--- src/hdl/tkd_pkg.sv ---
// tkd_pkg: shared types, constants and register codes of the touch key detector
// used by the channel interface, the controller, the datapath, the top level and the checker
// depends on nothing
`default_nettype none

package tkd_pkg;

  // field widths fixed by the item formats
  localparam int IN_COUNT_W  = 16;
  localparam int OUT_VALUE_W = 16;
  localparam int OFFSET_W    = 12;
  localparam int CFG_IDX_W   = 2;
  localparam int CFG_DATA_W  = 16;

  // defaults for the top-level parameters
  localparam int CAL_SAMPLES_DEF   = 10;
  localparam int TRIM_EACH_END_DEF = 2;
  localparam int SCAN_SAMPLES_DEF  = 6;
  localparam int SAMPLE_WIDTH_DEF  = 16;

  // register reset values
  localparam logic [OFFSET_W-1:0]   OFFSET_RESET    = 12'd100;
  localparam logic [IN_COUNT_W-1:0] TIMEOUT_RESET   = 16'd59999;
  localparam logic                  SCAN_ONCE_RESET = 1'b1;

  // register indexes
  localparam logic [CFG_IDX_W-1:0] CFG_THRESHOLD_OFFSET = 2'd0;
  localparam logic [CFG_IDX_W-1:0] CFG_TIMEOUT_COUNT    = 2'd1;
  localparam logic [CFG_IDX_W-1:0] CFG_SCAN_ONCE        = 2'd2;

  // result kinds
  localparam logic KIND_CAL  = 1'b0;
  localparam logic KIND_SCAN = 1'b1;

  typedef struct packed {
    logic [IN_COUNT_W-1:0] sample_count;
    logic                  timed_out;
    logic                  recalibrate;
  } in_item_t;

  typedef struct packed {
    logic                   result_kind;
    logic [OUT_VALUE_W-1:0] window_value;
    logic [OUT_VALUE_W-1:0] threshold_value;
    logic                   touched;
    logic                   press_event;
  } out_item_t;

  // controller to datapath
  typedef struct packed {
    logic accept;      // latch sample, apply recalibrate
    logic scan_step;   // fold sample into the scan window
    logic pos_load;    // insertion position from fill index
    logic ins_rd;      // read the entry below the insertion position
    logic ins_shift;   // move that entry up one place
    logic ins_put;     // write the sample at the insertion position
    logic cal_adv;     // advance fill index, arm the sum on the last one
    logic sum_rd;      // read the entry at the sum pointer
    logic sum_acc;     // add it to the sum
    logic div_step;    // quotient by reciprocal multiply
    logic cal_finish;  // set threshold and post the calibration result
  } ctrl_cmd_t;

  // datapath to controller
  typedef struct packed {
    logic calibrated;
    logic cal_idx_zero;
    logic cal_last;
    logic pos_one;
    logic rd_gt;
    logic sum_last;
    logic win_last;
    logic out_full;
  } dp_status_t;

endpackage

`default_nettype wire

--- src/hdl/tkd_chan_if.sv ---
// tkd_chan_if: valid/ready channel carrying one packed payload
// depends on tkd_pkg for the default payload type
`default_nettype none

interface tkd_chan_if
  import tkd_pkg::*;
#(
  parameter type payload_t = in_item_t
) ();

  logic     valid;
  logic     ready;
  payload_t payload;

  modport source (output valid, output payload, input ready);
  modport sink   (input valid, input payload, output ready);

endinterface

`default_nettype wire

--- src/hdl/tkd_ram.sv ---
// tkd_ram: generic single-write, single-read RAM with registered read data
// depends on nothing
`default_nettype none

module tkd_ram #(
  parameter int WIDTH = 16,
  parameter int DEPTH = 10
) (
  input  wire logic                     clk,
  input  wire logic                     we,
  input  wire logic [$clog2(DEPTH)-1:0] waddr,
  input  wire logic [WIDTH-1:0]         wdata,
  input  wire logic [$clog2(DEPTH)-1:0] raddr,
  output logic      [WIDTH-1:0]         rdata
);

  logic [WIDTH-1:0] mem_r [DEPTH];
  logic [WIDTH-1:0] rdata_r;

  always_ff @(posedge clk) begin
    if (we) begin
      mem_r[waddr] <= wdata;
    end
    rdata_r <= mem_r[raddr];
  end

  assign rdata = rdata_r;

endmodule

`default_nettype wire

--- src/hdl/tkd_ctrl.sv ---
// tkd_ctrl: sequencer for sample intake, insertion sort, trimmed sum and division
// depends on tkd_pkg for the command and status structs
`default_nettype none

module tkd_ctrl
  import tkd_pkg::*;
(
  input  wire logic       clk,
  input  wire logic       rst_n,
  input  wire logic       in_valid,
  output logic            in_ready,
  input  wire dp_status_t status,
  output ctrl_cmd_t       cmd
);

  typedef enum logic [3:0] {
    ST_IDLE,
    ST_DISPATCH,
    ST_INS_RD,
    ST_INS_CMP,
    ST_INS_PUT,
    ST_CAL_ADV,
    ST_SUM_RD,
    ST_SUM_ACC,
    ST_DIV,
    ST_FINISH
  } state_t;

  state_t state_r, state_nxt;

  always_comb begin
    state_nxt = state_r;
    cmd       = '0;
    case (state_r)
      ST_IDLE: begin
        if (in_valid) begin
          cmd.accept = 1'b1;
          state_nxt  = ST_DISPATCH;
        end
      end
      ST_DISPATCH: begin
        if (status.calibrated) begin
          // hold the last window sample until the result slot is free
          if (!(status.win_last && status.out_full)) begin
            cmd.scan_step = 1'b1;
            state_nxt     = ST_IDLE;
          end
        end else begin
          cmd.pos_load = 1'b1;
          state_nxt    = status.cal_idx_zero ? ST_INS_PUT : ST_INS_RD;
        end
      end
      ST_INS_RD: begin
        cmd.ins_rd = 1'b1;
        state_nxt  = ST_INS_CMP;
      end
      ST_INS_CMP: begin
        if (status.rd_gt) begin
          cmd.ins_shift = 1'b1;
          state_nxt     = status.pos_one ? ST_INS_PUT : ST_INS_RD;
        end else begin
          cmd.ins_put = 1'b1;
          state_nxt   = ST_CAL_ADV;
        end
      end
      ST_INS_PUT: begin
        cmd.ins_put = 1'b1;
        state_nxt   = ST_CAL_ADV;
      end
      ST_CAL_ADV: begin
        cmd.cal_adv = 1'b1;
        state_nxt   = status.cal_last ? ST_SUM_RD : ST_IDLE;
      end
      ST_SUM_RD: begin
        cmd.sum_rd = 1'b1;
        state_nxt  = ST_SUM_ACC;
      end
      ST_SUM_ACC: begin
        cmd.sum_acc = 1'b1;
        state_nxt   = status.sum_last ? ST_DIV : ST_SUM_RD;
      end
      ST_DIV: begin
        cmd.div_step = 1'b1;
        state_nxt    = ST_FINISH;
      end
      ST_FINISH: begin
        if (!status.out_full) begin
          cmd.cal_finish = 1'b1;
          state_nxt      = ST_IDLE;
        end
      end
      default: begin
        state_nxt = ST_IDLE;
      end
    endcase
  end

  always_ff @(posedge clk) begin
    if (!rst_n) begin
      state_r <= ST_IDLE;
    end else begin
      state_r <= state_nxt;
    end
  end

  assign in_ready = (state_r == ST_IDLE);

endmodule

`default_nettype wire

--- src/hdl/tkd_dp.sv ---
// tkd_dp: registers, calibration store, scan window, divider and result register
// depends on tkd_pkg and tkd_ram
`default_nettype none

module tkd_dp
  import tkd_pkg::*;
#(
  parameter int CAL_SAMPLES   = CAL_SAMPLES_DEF,
  parameter int TRIM_EACH_END = TRIM_EACH_END_DEF,
  parameter int SCAN_SAMPLES  = SCAN_SAMPLES_DEF,
  parameter int SAMPLE_WIDTH  = SAMPLE_WIDTH_DEF
) (
  input  wire logic                  clk,
  input  wire logic                  rst_n,
  input  wire ctrl_cmd_t             cmd,
  output dp_status_t                 status,
  input  wire in_item_t              in_item,
  input  wire logic                  cfg_we,
  input  wire logic [CFG_IDX_W-1:0]  cfg_index,
  input  wire logic [CFG_DATA_W-1:0] cfg_data,
  output logic                       out_valid,
  input  wire logic                  out_ready,
  output out_item_t                  out_item
);

  // samples wider than the input field carry no extra bits
  localparam int SW   = (SAMPLE_WIDTH < IN_COUNT_W) ? SAMPLE_WIDTH : IN_COUNT_W;
  localparam int TRIM = (2 * TRIM_EACH_END >= CAL_SAMPLES) ? (CAL_SAMPLES - 1) / 2
                                                            : TRIM_EACH_END;
  localparam int LO   = TRIM;
  localparam int HI   = CAL_SAMPLES - TRIM;
  localparam int CNT  = HI - LO;
  localparam int CW   = $clog2(CAL_SAMPLES);
  localparam int WW   = (SCAN_SAMPLES > 1) ? $clog2(SCAN_SAMPLES) : 1;
  localparam int AW   = SW + $clog2(CNT);
  // reciprocal of CNT, exact for every sum below 2**AW
  localparam int     LG    = $clog2(CNT);
  localparam int     SH    = AW + LG;
  localparam int     MW    = AW + 2;
  localparam longint RECIP = ((longint'(1) << SH) + longint'(CNT) - longint'(1))
                             / longint'(CNT);

  logic [OFFSET_W-1:0]   offset_r;
  logic [IN_COUNT_W-1:0] timeout_r;
  logic                  scan_once_r;

  logic [SW-1:0]          sample_r;
  logic [CW-1:0]          cal_idx_r;
  logic [CW-1:0]          pos_r;
  logic [CW-1:0]          ptr_r;
  logic [SW-1:0]          win_max_r;
  logic [WW-1:0]          win_idx_r;
  logic [OUT_VALUE_W-1:0] thr_r;
  logic                   calibrated_r;
  logic                   released_r;
  logic [AW-1:0]          acc_r;
  logic                   out_valid_r;
  out_item_t              out_item_r;

  // ram
  logic          ram_we;
  logic [CW-1:0] ram_raddr;
  logic [SW-1:0] ram_wdata;
  logic [SW-1:0] ram_rdata;

  assign ram_we    = cmd.ins_shift | cmd.ins_put;
  assign ram_wdata = cmd.ins_shift ? ram_rdata : sample_r;
  assign ram_raddr = cmd.ins_rd ? (pos_r - CW'(1)) : ptr_r;

  tkd_ram #(
    .WIDTH (SW),
    .DEPTH (CAL_SAMPLES)
  ) u_store (
    .clk   (clk),
    .we    (ram_we),
    .waddr (pos_r),
    .wdata (ram_wdata),
    .raddr (ram_raddr),
    .rdata (ram_rdata)
  );

  // intake
  logic [IN_COUNT_W-1:0] sample_sel;
  assign sample_sel = in_item.timed_out ? timeout_r : in_item.sample_count;

  // scan window
  logic [SW-1:0] win_max_nxt;
  logic          touched_nxt;
  logic          press_nxt;
  assign win_max_nxt = (sample_r > win_max_r) ? sample_r : win_max_r;
  assign touched_nxt = (OUT_VALUE_W'(win_max_nxt) >= thr_r);
  assign press_nxt   = scan_once_r ? (released_r & touched_nxt) : touched_nxt;

  // trimmed sum over CNT by multiplying with the constant reciprocal
  logic [AW+MW-1:0] quot_prod;
  logic [SW-1:0]    quot;
  assign quot_prod = (AW+MW)'(acc_r) * (AW+MW)'(RECIP);
  assign quot      = quot_prod[SH +: SW];

  // threshold, saturating
  logic [SW-1:0]          mean;
  logic [OUT_VALUE_W:0]   thr_sum;
  logic [OUT_VALUE_W-1:0] thr_nxt;
  assign mean    = acc_r[SW-1:0];
  assign thr_sum = (OUT_VALUE_W+1)'(mean) + (OUT_VALUE_W+1)'(offset_r);
  assign thr_nxt = thr_sum[OUT_VALUE_W] ? {OUT_VALUE_W{1'b1}} : thr_sum[OUT_VALUE_W-1:0];

  // control state
  always_ff @(posedge clk) begin
    if (!rst_n) begin
      offset_r     <= OFFSET_RESET;
      timeout_r    <= TIMEOUT_RESET;
      scan_once_r  <= SCAN_ONCE_RESET;
      cal_idx_r    <= '0;
      win_max_r    <= '0;
      win_idx_r    <= '0;
      thr_r        <= '0;
      calibrated_r <= 1'b0;
      released_r   <= 1'b1;
      out_valid_r  <= 1'b0;
    end else begin
      if (cfg_we) begin
        case (cfg_index)
          CFG_THRESHOLD_OFFSET: offset_r    <= cfg_data[OFFSET_W-1:0];
          CFG_TIMEOUT_COUNT:    timeout_r   <= cfg_data[IN_COUNT_W-1:0];
          CFG_SCAN_ONCE:        scan_once_r <= cfg_data[0];
          default: ;
        endcase
      end
      if (out_valid_r && out_ready) begin
        out_valid_r <= 1'b0;
      end
      if (cmd.accept && in_item.recalibrate) begin
        calibrated_r <= 1'b0;
        cal_idx_r    <= '0;
        win_max_r    <= '0;
        win_idx_r    <= '0;
      end
      if (cmd.scan_step) begin
        if (win_idx_r == WW'(SCAN_SAMPLES - 1)) begin
          win_max_r   <= '0;
          win_idx_r   <= '0;
          released_r  <= ~touched_nxt;
          out_valid_r <= 1'b1;
        end else begin
          win_max_r <= win_max_nxt;
          win_idx_r <= win_idx_r + WW'(1);
        end
      end
      if (cmd.cal_adv) begin
        if (cal_idx_r == CW'(CAL_SAMPLES - 1)) begin
          cal_idx_r <= '0;
        end else begin
          cal_idx_r <= cal_idx_r + CW'(1);
        end
      end
      if (cmd.cal_finish) begin
        thr_r        <= thr_nxt;
        calibrated_r <= 1'b1;
        out_valid_r  <= 1'b1;
      end
    end
  end

  // payload
  always_ff @(posedge clk) begin
    if (cmd.accept) begin
      sample_r <= sample_sel[SW-1:0];
    end
    if (cmd.pos_load) begin
      pos_r <= cal_idx_r;
    end else if (cmd.ins_shift) begin
      pos_r <= pos_r - CW'(1);
    end
    if (cmd.cal_adv) begin
      ptr_r <= CW'(LO);
      acc_r <= '0;
    end
    if (cmd.sum_acc) begin
      acc_r <= acc_r + AW'(ram_rdata);
      ptr_r <= ptr_r + CW'(1);
    end
    if (cmd.div_step) begin
      acc_r <= AW'(quot);
    end
    if (cmd.scan_step && (win_idx_r == WW'(SCAN_SAMPLES - 1))) begin
      out_item_r.result_kind     <= KIND_SCAN;
      out_item_r.window_value    <= OUT_VALUE_W'(win_max_nxt);
      out_item_r.threshold_value <= thr_r;
      out_item_r.touched         <= touched_nxt;
      out_item_r.press_event     <= press_nxt;
    end
    if (cmd.cal_finish) begin
      out_item_r.result_kind     <= KIND_CAL;
      out_item_r.window_value    <= OUT_VALUE_W'(mean);
      out_item_r.threshold_value <= thr_nxt;
      out_item_r.touched         <= 1'b0;
      out_item_r.press_event     <= 1'b0;
    end
  end

  assign status.calibrated   = calibrated_r;
  assign status.cal_idx_zero = (cal_idx_r == '0);
  assign status.cal_last     = (cal_idx_r == CW'(CAL_SAMPLES - 1));
  assign status.pos_one      = (pos_r == CW'(1));
  assign status.rd_gt        = (ram_rdata > sample_r);
  assign status.sum_last     = (ptr_r == CW'(HI - 1));
  assign status.win_last     = (win_idx_r == WW'(SCAN_SAMPLES - 1));
  assign status.out_full     = out_valid_r;

  assign out_valid = out_valid_r;
  assign out_item  = out_item_r;

endmodule

`default_nettype wire

--- src/hdl/touch_key_charge_time_detector.sv ---
// touch_key_charge_time_detector: top level of the capacitive touch key detector
// depends on tkd_pkg, tkd_chan_if, tkd_ctrl and tkd_dp (which holds tkd_ram)
`default_nettype none

// One transfer on in_chan is one measured pad charge time; a timed-out
// measurement counts as timeout_count. After reset, or on an item with
// recalibrate set (that item being the first sample), the block gathers
// CAL_SAMPLES samples, keeps them sorted in a small RAM by insertion as they
// arrive, sums the middle ones (TRIM_EACH_END dropped at each end) and divides
// by multiplying with the constant reciprocal of their count; baseline plus
// threshold_offset, saturated at 65535, becomes the touch threshold, and one
// calibration result is sent. After that every SCAN_SAMPLES samples give one
// scan result with the window maximum, touched (maximum at or above threshold)
// and press_event (new touch only when scan_once is 1, every touched window
// when 0).
// Items are taken one at a time. A scan item is accepted and folded into the
// window. A calibration item is accepted, each stored sample larger than it is
// read, compared and moved up a place, then the item is written (at the bottom
// of the store, when empty or all larger, with no last compare) and the fill
// index advances. The item that completes calibration then reads and adds each
// middle entry, does the reciprocal multiply and posts the result. The result
// register lets the next item in while a result waits on out_chan; only an
// item that would produce a second result waits for it. Registers on the cfg
// port are to be written only while the block is idle, which it does not
// enforce; they take effect for the next item.

module touch_key_charge_time_detector
  import tkd_pkg::*;
#(
  parameter int CAL_SAMPLES   = CAL_SAMPLES_DEF,
  parameter int TRIM_EACH_END = TRIM_EACH_END_DEF,
  parameter int SCAN_SAMPLES  = SCAN_SAMPLES_DEF,
  parameter int SAMPLE_WIDTH  = SAMPLE_WIDTH_DEF
) (
  input  wire logic                  clk,
  input  wire logic                  rst_n,
  tkd_chan_if.sink                   in_chan,
  tkd_chan_if.source                 out_chan,
  input  wire logic                  cfg_we,
  input  wire logic [CFG_IDX_W-1:0]  cfg_index,
  input  wire logic [CFG_DATA_W-1:0] cfg_data
);

  ctrl_cmd_t  cmd;
  dp_status_t status;
  in_item_t   in_item;
  out_item_t  out_item;

  assign in_item = in_chan.payload;

  // sequencer: takes the input transfer and steps the datapath
  tkd_ctrl u_ctrl (
    .clk      (clk),
    .rst_n    (rst_n),
    .in_valid (in_chan.valid),
    .in_ready (in_chan.ready),
    .status   (status),
    .cmd      (cmd)
  );

  // datapath: config registers, sorted store, window, divider, result register
  tkd_dp #(
    .CAL_SAMPLES   (CAL_SAMPLES),
    .TRIM_EACH_END (TRIM_EACH_END),
    .SCAN_SAMPLES  (SCAN_SAMPLES),
    .SAMPLE_WIDTH  (SAMPLE_WIDTH)
  ) u_dp (
    .clk       (clk),
    .rst_n     (rst_n),
    .cmd       (cmd),
    .status    (status),
    .in_item   (in_item),
    .cfg_we    (cfg_we),
    .cfg_index (cfg_index),
    .cfg_data  (cfg_data),
    .out_valid (out_chan.valid),
    .out_ready (out_chan.ready),
    .out_item  (out_item)
  );

  // result transfer payload straight from the result register
  assign out_chan.payload = out_item;

endmodule

`default_nettype wire

--- src/flat_wrapper.sv ---
// flat-port wrapper written by rule: the top's interface ports become plain ports
module touch_key_charge_time_detector_flat import tkd_pkg::*;
#(
  parameter int CAL_SAMPLES   = CAL_SAMPLES_DEF,
  parameter int TRIM_EACH_END = TRIM_EACH_END_DEF,
  parameter int SCAN_SAMPLES  = SCAN_SAMPLES_DEF,
  parameter int SAMPLE_WIDTH  = SAMPLE_WIDTH_DEF
)
  (clk, rst_n, cfg_we, cfg_index, cfg_data, in_chan_valid, in_chan_payload, in_chan_ready, out_chan_valid, out_chan_payload, out_chan_ready);
  tkd_chan_if #(.payload_t(in_item_t)) in_chan_i ();
  tkd_chan_if #(.payload_t(out_item_t)) out_chan_i ();
  input  wire logic clk;
  input  wire logic rst_n;
  input  wire logic cfg_we;
  input  wire logic [CFG_IDX_W-1:0] cfg_index;
  input  wire logic [CFG_DATA_W-1:0] cfg_data;
  input wire logic [$bits(in_chan_i.valid)-1:0] in_chan_valid;
  input wire logic [$bits(in_chan_i.payload)-1:0] in_chan_payload;
  output wire logic [$bits(in_chan_i.ready)-1:0] in_chan_ready;
  output wire logic [$bits(out_chan_i.valid)-1:0] out_chan_valid;
  output wire logic [$bits(out_chan_i.payload)-1:0] out_chan_payload;
  input wire logic [$bits(out_chan_i.ready)-1:0] out_chan_ready;
  assign in_chan_i.valid = in_chan_valid;
  assign in_chan_i.payload = in_chan_payload;
  assign in_chan_ready = in_chan_i.ready;
  assign out_chan_valid = out_chan_i.valid;
  assign out_chan_payload = out_chan_i.payload;
  assign out_chan_i.ready = out_chan_ready;
  touch_key_charge_time_detector #(.CAL_SAMPLES(CAL_SAMPLES), .TRIM_EACH_END(TRIM_EACH_END), .SCAN_SAMPLES(SCAN_SAMPLES), .SAMPLE_WIDTH(SAMPLE_WIDTH)) u_core (.clk(clk), .rst_n(rst_n), .in_chan(in_chan_i), .out_chan(out_chan_i), .cfg_we(cfg_we), .cfg_index(cfg_index), .cfg_data(cfg_data));
endmodule
--- config.mk ---
export PLATFORM = sky130hd
export DESIGN_NAME = touch_key_charge_time_detector_flat
export DESIGN_NICKNAME = d
export VERILOG_FILES = /design/src/hdl/tkd_pkg.sv /design/src/hdl/tkd_chan_if.sv /design/src/hdl/tkd_ram.sv /design/src/hdl/tkd_ctrl.sv /design/src/hdl/tkd_dp.sv /design/src/hdl/touch_key_charge_time_detector.sv /design/src/flat_wrapper.sv
export SDC_FILE = /design/constraint.sdc
export NUM_CORES = 1
export LEC_CHECK = 0
export BUFFER_PORTS_ARGS = -buffer_cell sky130_fd_sc_hd__clkbuf_2
export CORE_AREA = 2 2 238 169
export DETAILED_ROUTE_END_ITERATION = 10
export DIE_AREA = 0 0 240 171
export PLACE_DENSITY = 0.75
export SLEW_MARGIN = 25
export SYNTH_ARGS = -nofsm -noshare
export SYNTH_HDL_FRONTEND = slang
export SYNTH_SLANG_ARGS = --single-unit
--- constraint.sdc ---
create_clock -name clk -period 7.5 [get_ports clk]
set_input_delay 0.75 -clock clk [delete_from_list [all_inputs] [get_ports clk]]
set_output_delay 0.75 -clock clk [all_outputs]
set_load 0.02 [all_outputs]
==> out/metrics.cfg, run 1 <==
[floorplanning]
die_y_um=171
core_area_sq_mm=0.0391
ioPinCount=78
fp.dieArea_sq_mm=0.0410
rows=61
die_w_um=240
start_util_pct=53.0

[cts]
clk_pin_slew_ns=0.06
postCtsSetupBuffers=0
cts-root-buf=clkbuf_16
clockBufferDepth=3
ctsHoldBuffers=0
cts_buffers=34
clk_latency_ns=0.54
cts_sinks=329
htreeDepth=2
cts_tree=built
post_cts_resized=0

[status]
outcome=completed

[sta]
hold_viol_final=0
period_share_pct=87.4
slew_headroom_pct=29.9
max_freq_ghz=0.153
tightest_slew_ns=1.05
period_minus_slack_ns=6.55
slew_viol_final=0
rsz0062_at_grt=false
setup_tns_ns=0
setup_viol=0
final.setup_skew_ns=0.0257

[drt]
dr.pass1.iters=6
antenna_left=0
wire_per_inst_um=21.3
vias_per_cell=5.85
drcViolationCount=0
drt-total-wl_um=52800
vias=14500
first_iter_violations=1421

[synth]
netlist.area_leader.share_pct=33.6
syn_area_sq_mm=0.0207
yosysTopAreaCell=edfxtp_1
synth_ff_type=edfxtp_1
post_synth_num_cell_types=70
synth-edff-count=232
ys_ff_latch=329
async_flop_share_pct=0
syn_inst=1841
synthTopCellsByCount=inv_1, edfxtp_1, ha_1
yosysSeqAreaShare_pct=43.0
yosysWarnings=0
avgSynthCellArea_sq_um=11.3
yosys-top-cells-area=edfxtp_1, ha_1, fa_1, dfxtp_1, inv_1
syn_nets=2198
yosysMostFrequentCell=inv_1

[power_and_ir_drop]
max-vdd-ir-drop_mv=0.330
power_frac_comb_pct=39.1
p_sw_share_pct=36.2
p_per_area_mw_per_mm2=264
p_leak_nw=9.70
switchingPower_mw=2.17
pwr-share-clk_pct=27.0
p_int_mw=3.84
p_seq_share_pct=33.9

[critical_path]
ff2ff_setup_slack_ns=0.95
start_kind=flip-flop
cp.arrival_ns=6.81
crit_required_ns=7.76
worstSetupStartpoint=u_core.u_dp.acc_r[1]$_DFFE_PP_
worstSetupPathType=flip-flop to flip-flop
reg2reg_from=u_core.u_dp.acc_r[1]$_DFFE_PP_
crit_fanout=7
end_kind=flip-flop

[finish]
drive_gt1_share_pct=12.4
final_util_pct=58.4
nets=2271
synthToLayoutAreaGrowth_pct=10.1
antenna_cells=0
fillCellCount=3198

[worst_hold_path]
hold_class=flip-flop to flip-flop
hold_start=u_core.u_dp.out_item[1]$_SDFFE_PP0P_

[global_routing]
grt_start_max_net_pins=63
overflow=0
antenna_found_initial=0
grt_use_total_pct=26.0
first_global_vias=13900
grt_pass1_wl_um=80200

[placement]
place.gp.congestion=0.962
numPortBuffers=77
post-dp-hpwl_um=39800

[job]
drv_cap=0

==> cells by family (layout without fill, tap and decap cells) <==
kind of cell | count (synthesis) | in the layout | synth area share (%)
adders and majority gates | 316 | 316 | 22.8
buffers and inverters | 324 | 422 | 6.04
and+or+nand+nor | 391 | 391 | 9.12
DFF | 329 | 329 | 43.0
xor gates and xnor gates | 49 | 49 | 2.07
AOI/OAI and AO/OA | 362 | 362 | 11.5
muxes | 70 | 70 | 5.51
==> worst paths after layout <==
| kind | to | depth (start not counted) |
|---|---|---|
| setup reg to reg | u_core.u_dp.acc_r[14]$_DFFE_PP_ | 21 |
| hold / removal | u_core.u_dp.out_item[1]$_SDFFE_PP0P_ | 1 |
| setup / recovery | u_core.u_dp.acc_r[14]$_DFFE_PP_ | 21 |
| hold reg to reg | u_core.u_dp.out_item[1]$_SDFFE_PP0P_ | 1 |
==> worst max-delay path: stages (launching register included) <==
cell	delay, ns
edfxtp_1	0.56
ha_1	0.31
ha_1	0.30
inv_1	0.08
fa_1	0.65
inv_1	0.19
fa_1	0.53
inv_1	0.05
fa_1	0.46
fa_1	0.54
inv_1	0.04
ha_1	0.29
and4_1	0.23
and3_1	0.18
a32oi_1	0.30
a31o_2	0.25
a31oi_1	0.09
buf_4	0.16
a221o_2	0.42
a211oi_1	0.36
xor2_1	0.18
o21ai_1	0.07
==> power by group through the flow <==
stage | Clock [mW] | Sequential (mW) | Combinational (mW)
2_1_floorplan | 0 | 2.05 | 1.72
3_3_place_gp | 0 | 2.07 | 2.29
3_5_place_dp | 0 | 2.07 | 2.32
4_1_cts | 1.65 | 2.03 | 2.34
5_1_grt | 1.71 | 2.04 | 2.68
6_report | 1.63 | 2.04 | 2.35
==> area by class of cell <==
type | instances | area (sq um) | share of cell area, %
Clock inverter | 14 | 106 | 0.466
Timing Repair Buffer | 94 | 520 | 2.28
Tap cell | 535 | 669 | 2.94
Sequential cell | 329 | 8910 | 39.1
Clock buffer | 47 | 970 | 4.25
Multi-Input combinational cell | 1188 | 10600 | 46.6
Inverter | 267 | 1000 | 4.39
==> through the flow <==
| stage | total power [mW] | hold WS, ns | setup WS [ns] | instance area [sq um] | instances |
|---|---|---|---|---|---|
| 2_1_floorplan | 3.77 | 0.435 | 1.43 | 20700 | 1841 |
| 3_3_place_gp | 4.36 | 0.444 | 1.06 | 21700 | 2412 |
| 3_5_place_dp | 4.39 | 0.449 | 0.977 | 21700 | 2413 |
| 4_1_cts | 6.02 | 0.452 | 0.950 | 22800 | 2474 |
| 5_1_grt | 6.43 | 0.472 | 0.575 | 22800 | 2474 |
| 6_report | 6.01 | 0.461 | 0.947 | 22800 | 2474 |
==> registers in the layout, indices dropped and copies added (netlist names), 16 cells and up <==
name / flops
u_core.u_dp.u_store.mem_r: 160
u_core.u_dp.sample_r: 16
u_core.u_dp.thr_r: 16
u_core.u_dp.out_item: 35
u_core.u_dp.u_store.rdata: 16
u_core.u_dp.win_max_r: 16
u_core.u_dp.acc_r: 19
u_core.u_dp.timeout_r: 16
==> metal layers <==
layer	global-route usage, %	vias up	wire length [um]
met5	0	-	0
met4	9.96	0	2080
met3	7.34	116	5450
met2	36.9	655	21800
met1	37.8	7076	23400
li1	-	6635	-
==> layout by cell type, fill, tap and decap left out, drive strengths merged, types with 31 or more instances in the layout <==
cell and instances:
inv 269, nand3 33, a22o 31, mux2 33, ha 214, dfxtp 97
clkbuf 124, a21oi 69, nand2 166, a21o 38, fa 102, mux4 32
o21ai 83, edfxtp 232, nor2 59, nor2b 36
Note: power is estimated with default switching activity, not from simulation.
==> inputs of run 2 (changes only) <==
--- a/config.mk
+++ b/config.mk
@@ -6,11 +6,12 @@
 export NUM_CORES = 1
 export LEC_CHECK = 0
 export BUFFER_PORTS_ARGS = -buffer_cell sky130_fd_sc_hd__clkbuf_2
-export CORE_AREA = 2 2 238 169
+export CORE_AREA = 2 2 240 171
 export DETAILED_ROUTE_END_ITERATION = 10
-export DIE_AREA = 0 0 240 171
-export PLACE_DENSITY = 0.75
+export DIE_AREA = 0 0 242 173
+export PLACE_DENSITY = 0.74
 export SLEW_MARGIN = 25
 export SYNTH_ARGS = -nofsm -noshare
 export SYNTH_HDL_FRONTEND = slang
+export SYNTH_HIERARCHICAL = 1
 export SYNTH_SLANG_ARGS = --single-unit
==> out/metrics.cfg, run 2 <==
[finish]
stdcell_area_sq_mm=0.0232
synthToLayoutAreaGrowth_pct=10.3
drive_gt1_share_pct=14.2
regArea_sq_mm=0.00891
mostFrequentLayoutCells=inv_1, edfxtp_1, ha_1
fillCellCount=3144
layout_commonest_cell=inv_1
final_util_pct=59.0
regMostFlops=u_core/u_dp/u_store/mem_r
multi_input_area_sq_mm=0.0109
nets=2302
largest_reg_flops=160
layout.cells.non_filler=2510

[status]
outcome=completed

[drt]
vias_per_cell=5.88
first_iter_violations=1536
wire_per_inst_um=21.3
drcViolationCount=0
vias=14800
antenna_left=0
drt-total-wl_um=53500
dr.pass1.iters=5

[sta]
final.setup_skew_ns=0.0218
hold_viol_final=0
period_share_pct=89.0
finalHoldWorstSlack_ns=0.440
period_minus_slack_ns=6.67
slew_viol_final=0
max_freq_ghz=0.150
rsz0062_at_grt=false
tightest_slew_ns=1.01
setup_tns_ns=0
setup_viol=0
setup_ws_ns=0.825
slew_headroom_pct=32.6

[global_routing]
grt_pass1_wl_um=83000
antenna_found_initial=1
first_global_vias=14500
grt_use_total_pct=25.6
grt_start_max_net_pins=68
overflow=0

[floorplanning]
core_area_sq_mm=0.0394
ioPinCount=78
die_y_um=173
die_w_um=242
rows=61
fp.dieArea_sq_mm=0.0419
start_util_pct=53.5

[synth]
avgSynthCellArea_sq_um=11.3
syn_area_sq_mm=0.0211
syn_inst=1870
yosysWarnings=6
syn_nets=2225

[power_and_ir_drop]
p_leak_nw=9.73
p_total_mw=6.46
max-vdd-ir-drop_mv=0.308
p_seq_share_pct=31.6
p_per_area_mw_per_mm2=278
switchingPower_mw=2.36
power_frac_comb_pct=40.4
p_int_mw=4.10
pwr-share-clk_pct=28.1
p_sw_share_pct=36.6

[placement]
place.gp.congestion=1.02
dp_slack_ns=0.854
placed_cell_area_sq_mm=0.0220
post-dp-hpwl_um=39900
place_inst=2445
numPortBuffers=77

[cts]
cts_sinks=329
htreeDepth=2
post_cts_resized=0
ctsHoldBuffers=0
clk_pin_slew_ns=0.06
postCtsSetupBuffers=0
clk_latency_ns=0.53
clockBufferDepth=3
cts-root-buf=clkbuf_16
cts_tree=built
cts_buffers=35

[critical_path]
cp.arrival_ns=6.95
worstSetupPathType=flip-flop to flip-flop
crit_required_ns=7.78
end_kind=flip-flop
start_kind=flip-flop
crit_fanout=8

[job]
drv_cap=0

[worst_hold_path]
hold_class=primary input to flip-flop

-- run 2: power by group through the flow --
stage / Combinational (mW) / Sequential, mW / Clock, mW
3_3_place_gp: 2.48 / 2.07 / 0
2_1_floorplan: 1.86 / 2.05 / 0
4_1_cts: 2.58 / 2.04 / 1.83
3_5_place_dp: 2.56 / 2.08 / 0
6_report: 2.61 / 2.04 / 1.81
5_1_grt: 2.91 / 2.04 / 1.91
-- run 2: layout make-up --
class / count / area share, %
sequential: 329 / 38.4
antenna: 1 / 0.0108
multi-input combinational: 1217 / 47.0
inverter: 269 / 4.35
clock inverter: 17 / 1.00
timing repair buffer: 95 / 2.24
clock buffer: 47 / 4.19
tap: 535 / 2.88
-- run 2: worst paths after layout --
check / startpoint / endpoint / slack (ns) / cells past startpoint
worst max-delay path: u_core/u_dp/acc_r[13]$_DFFE_PP_ / u_core/u_dp/acc_r[10]$_DFFE_PP_ / 0.83 / 22
worst min-delay path: cfg_data[13] / u_core/u_dp/timeout_r[13]$_SDFFE_PN1P_ / 0.44 / 3
worst max register to register: u_core/u_dp/acc_r[13]$_DFFE_PP_ / u_core/u_dp/acc_r[10]$_DFFE_PP_ / 0.83 / 22
worst min register to register: u_core/u_dp/timeout_r[5]$_SDFFE_PN0P_ / u_core/u_dp/timeout_r[5]$_SDFFE_PN0P_ / 0.46 / 2
-- run 2: worst max-delay path, cell delays in order (launching register included) --
cell and delay [ns]:
edfxtp_1 0.60, ha_1 0.46, inv_1 0.07, fa_1 0.47, inv_1 0.09, fa_1 0.70
inv_1 0.11, fa_1 0.54, inv_1 0.08, fa_1 0.55, inv_1 0.06, fa_1 0.54
inv_1 0.04, ha_1 0.35, a21oi_1 0.16, a21boi_1 0.10, a311o_1 0.35, a22oi_2 0.13
a21boi_4 0.28, a21oi_4 0.14, a31oi_1 0.28, xnor2_1 0.12, a32o_1 0.21
-- run 2: metal layers --
metal | track usage [%] | share of wire (%) | vias up
li1 | - | - | 6762
met1 | 39.0 | 46 | 7239
met2 | 37.3 | 42 | 661
met3 | 5.06 | 9.5 | 88
met4 | 6.61 | 2.2 | 0
met5 | 0 | 0 | -
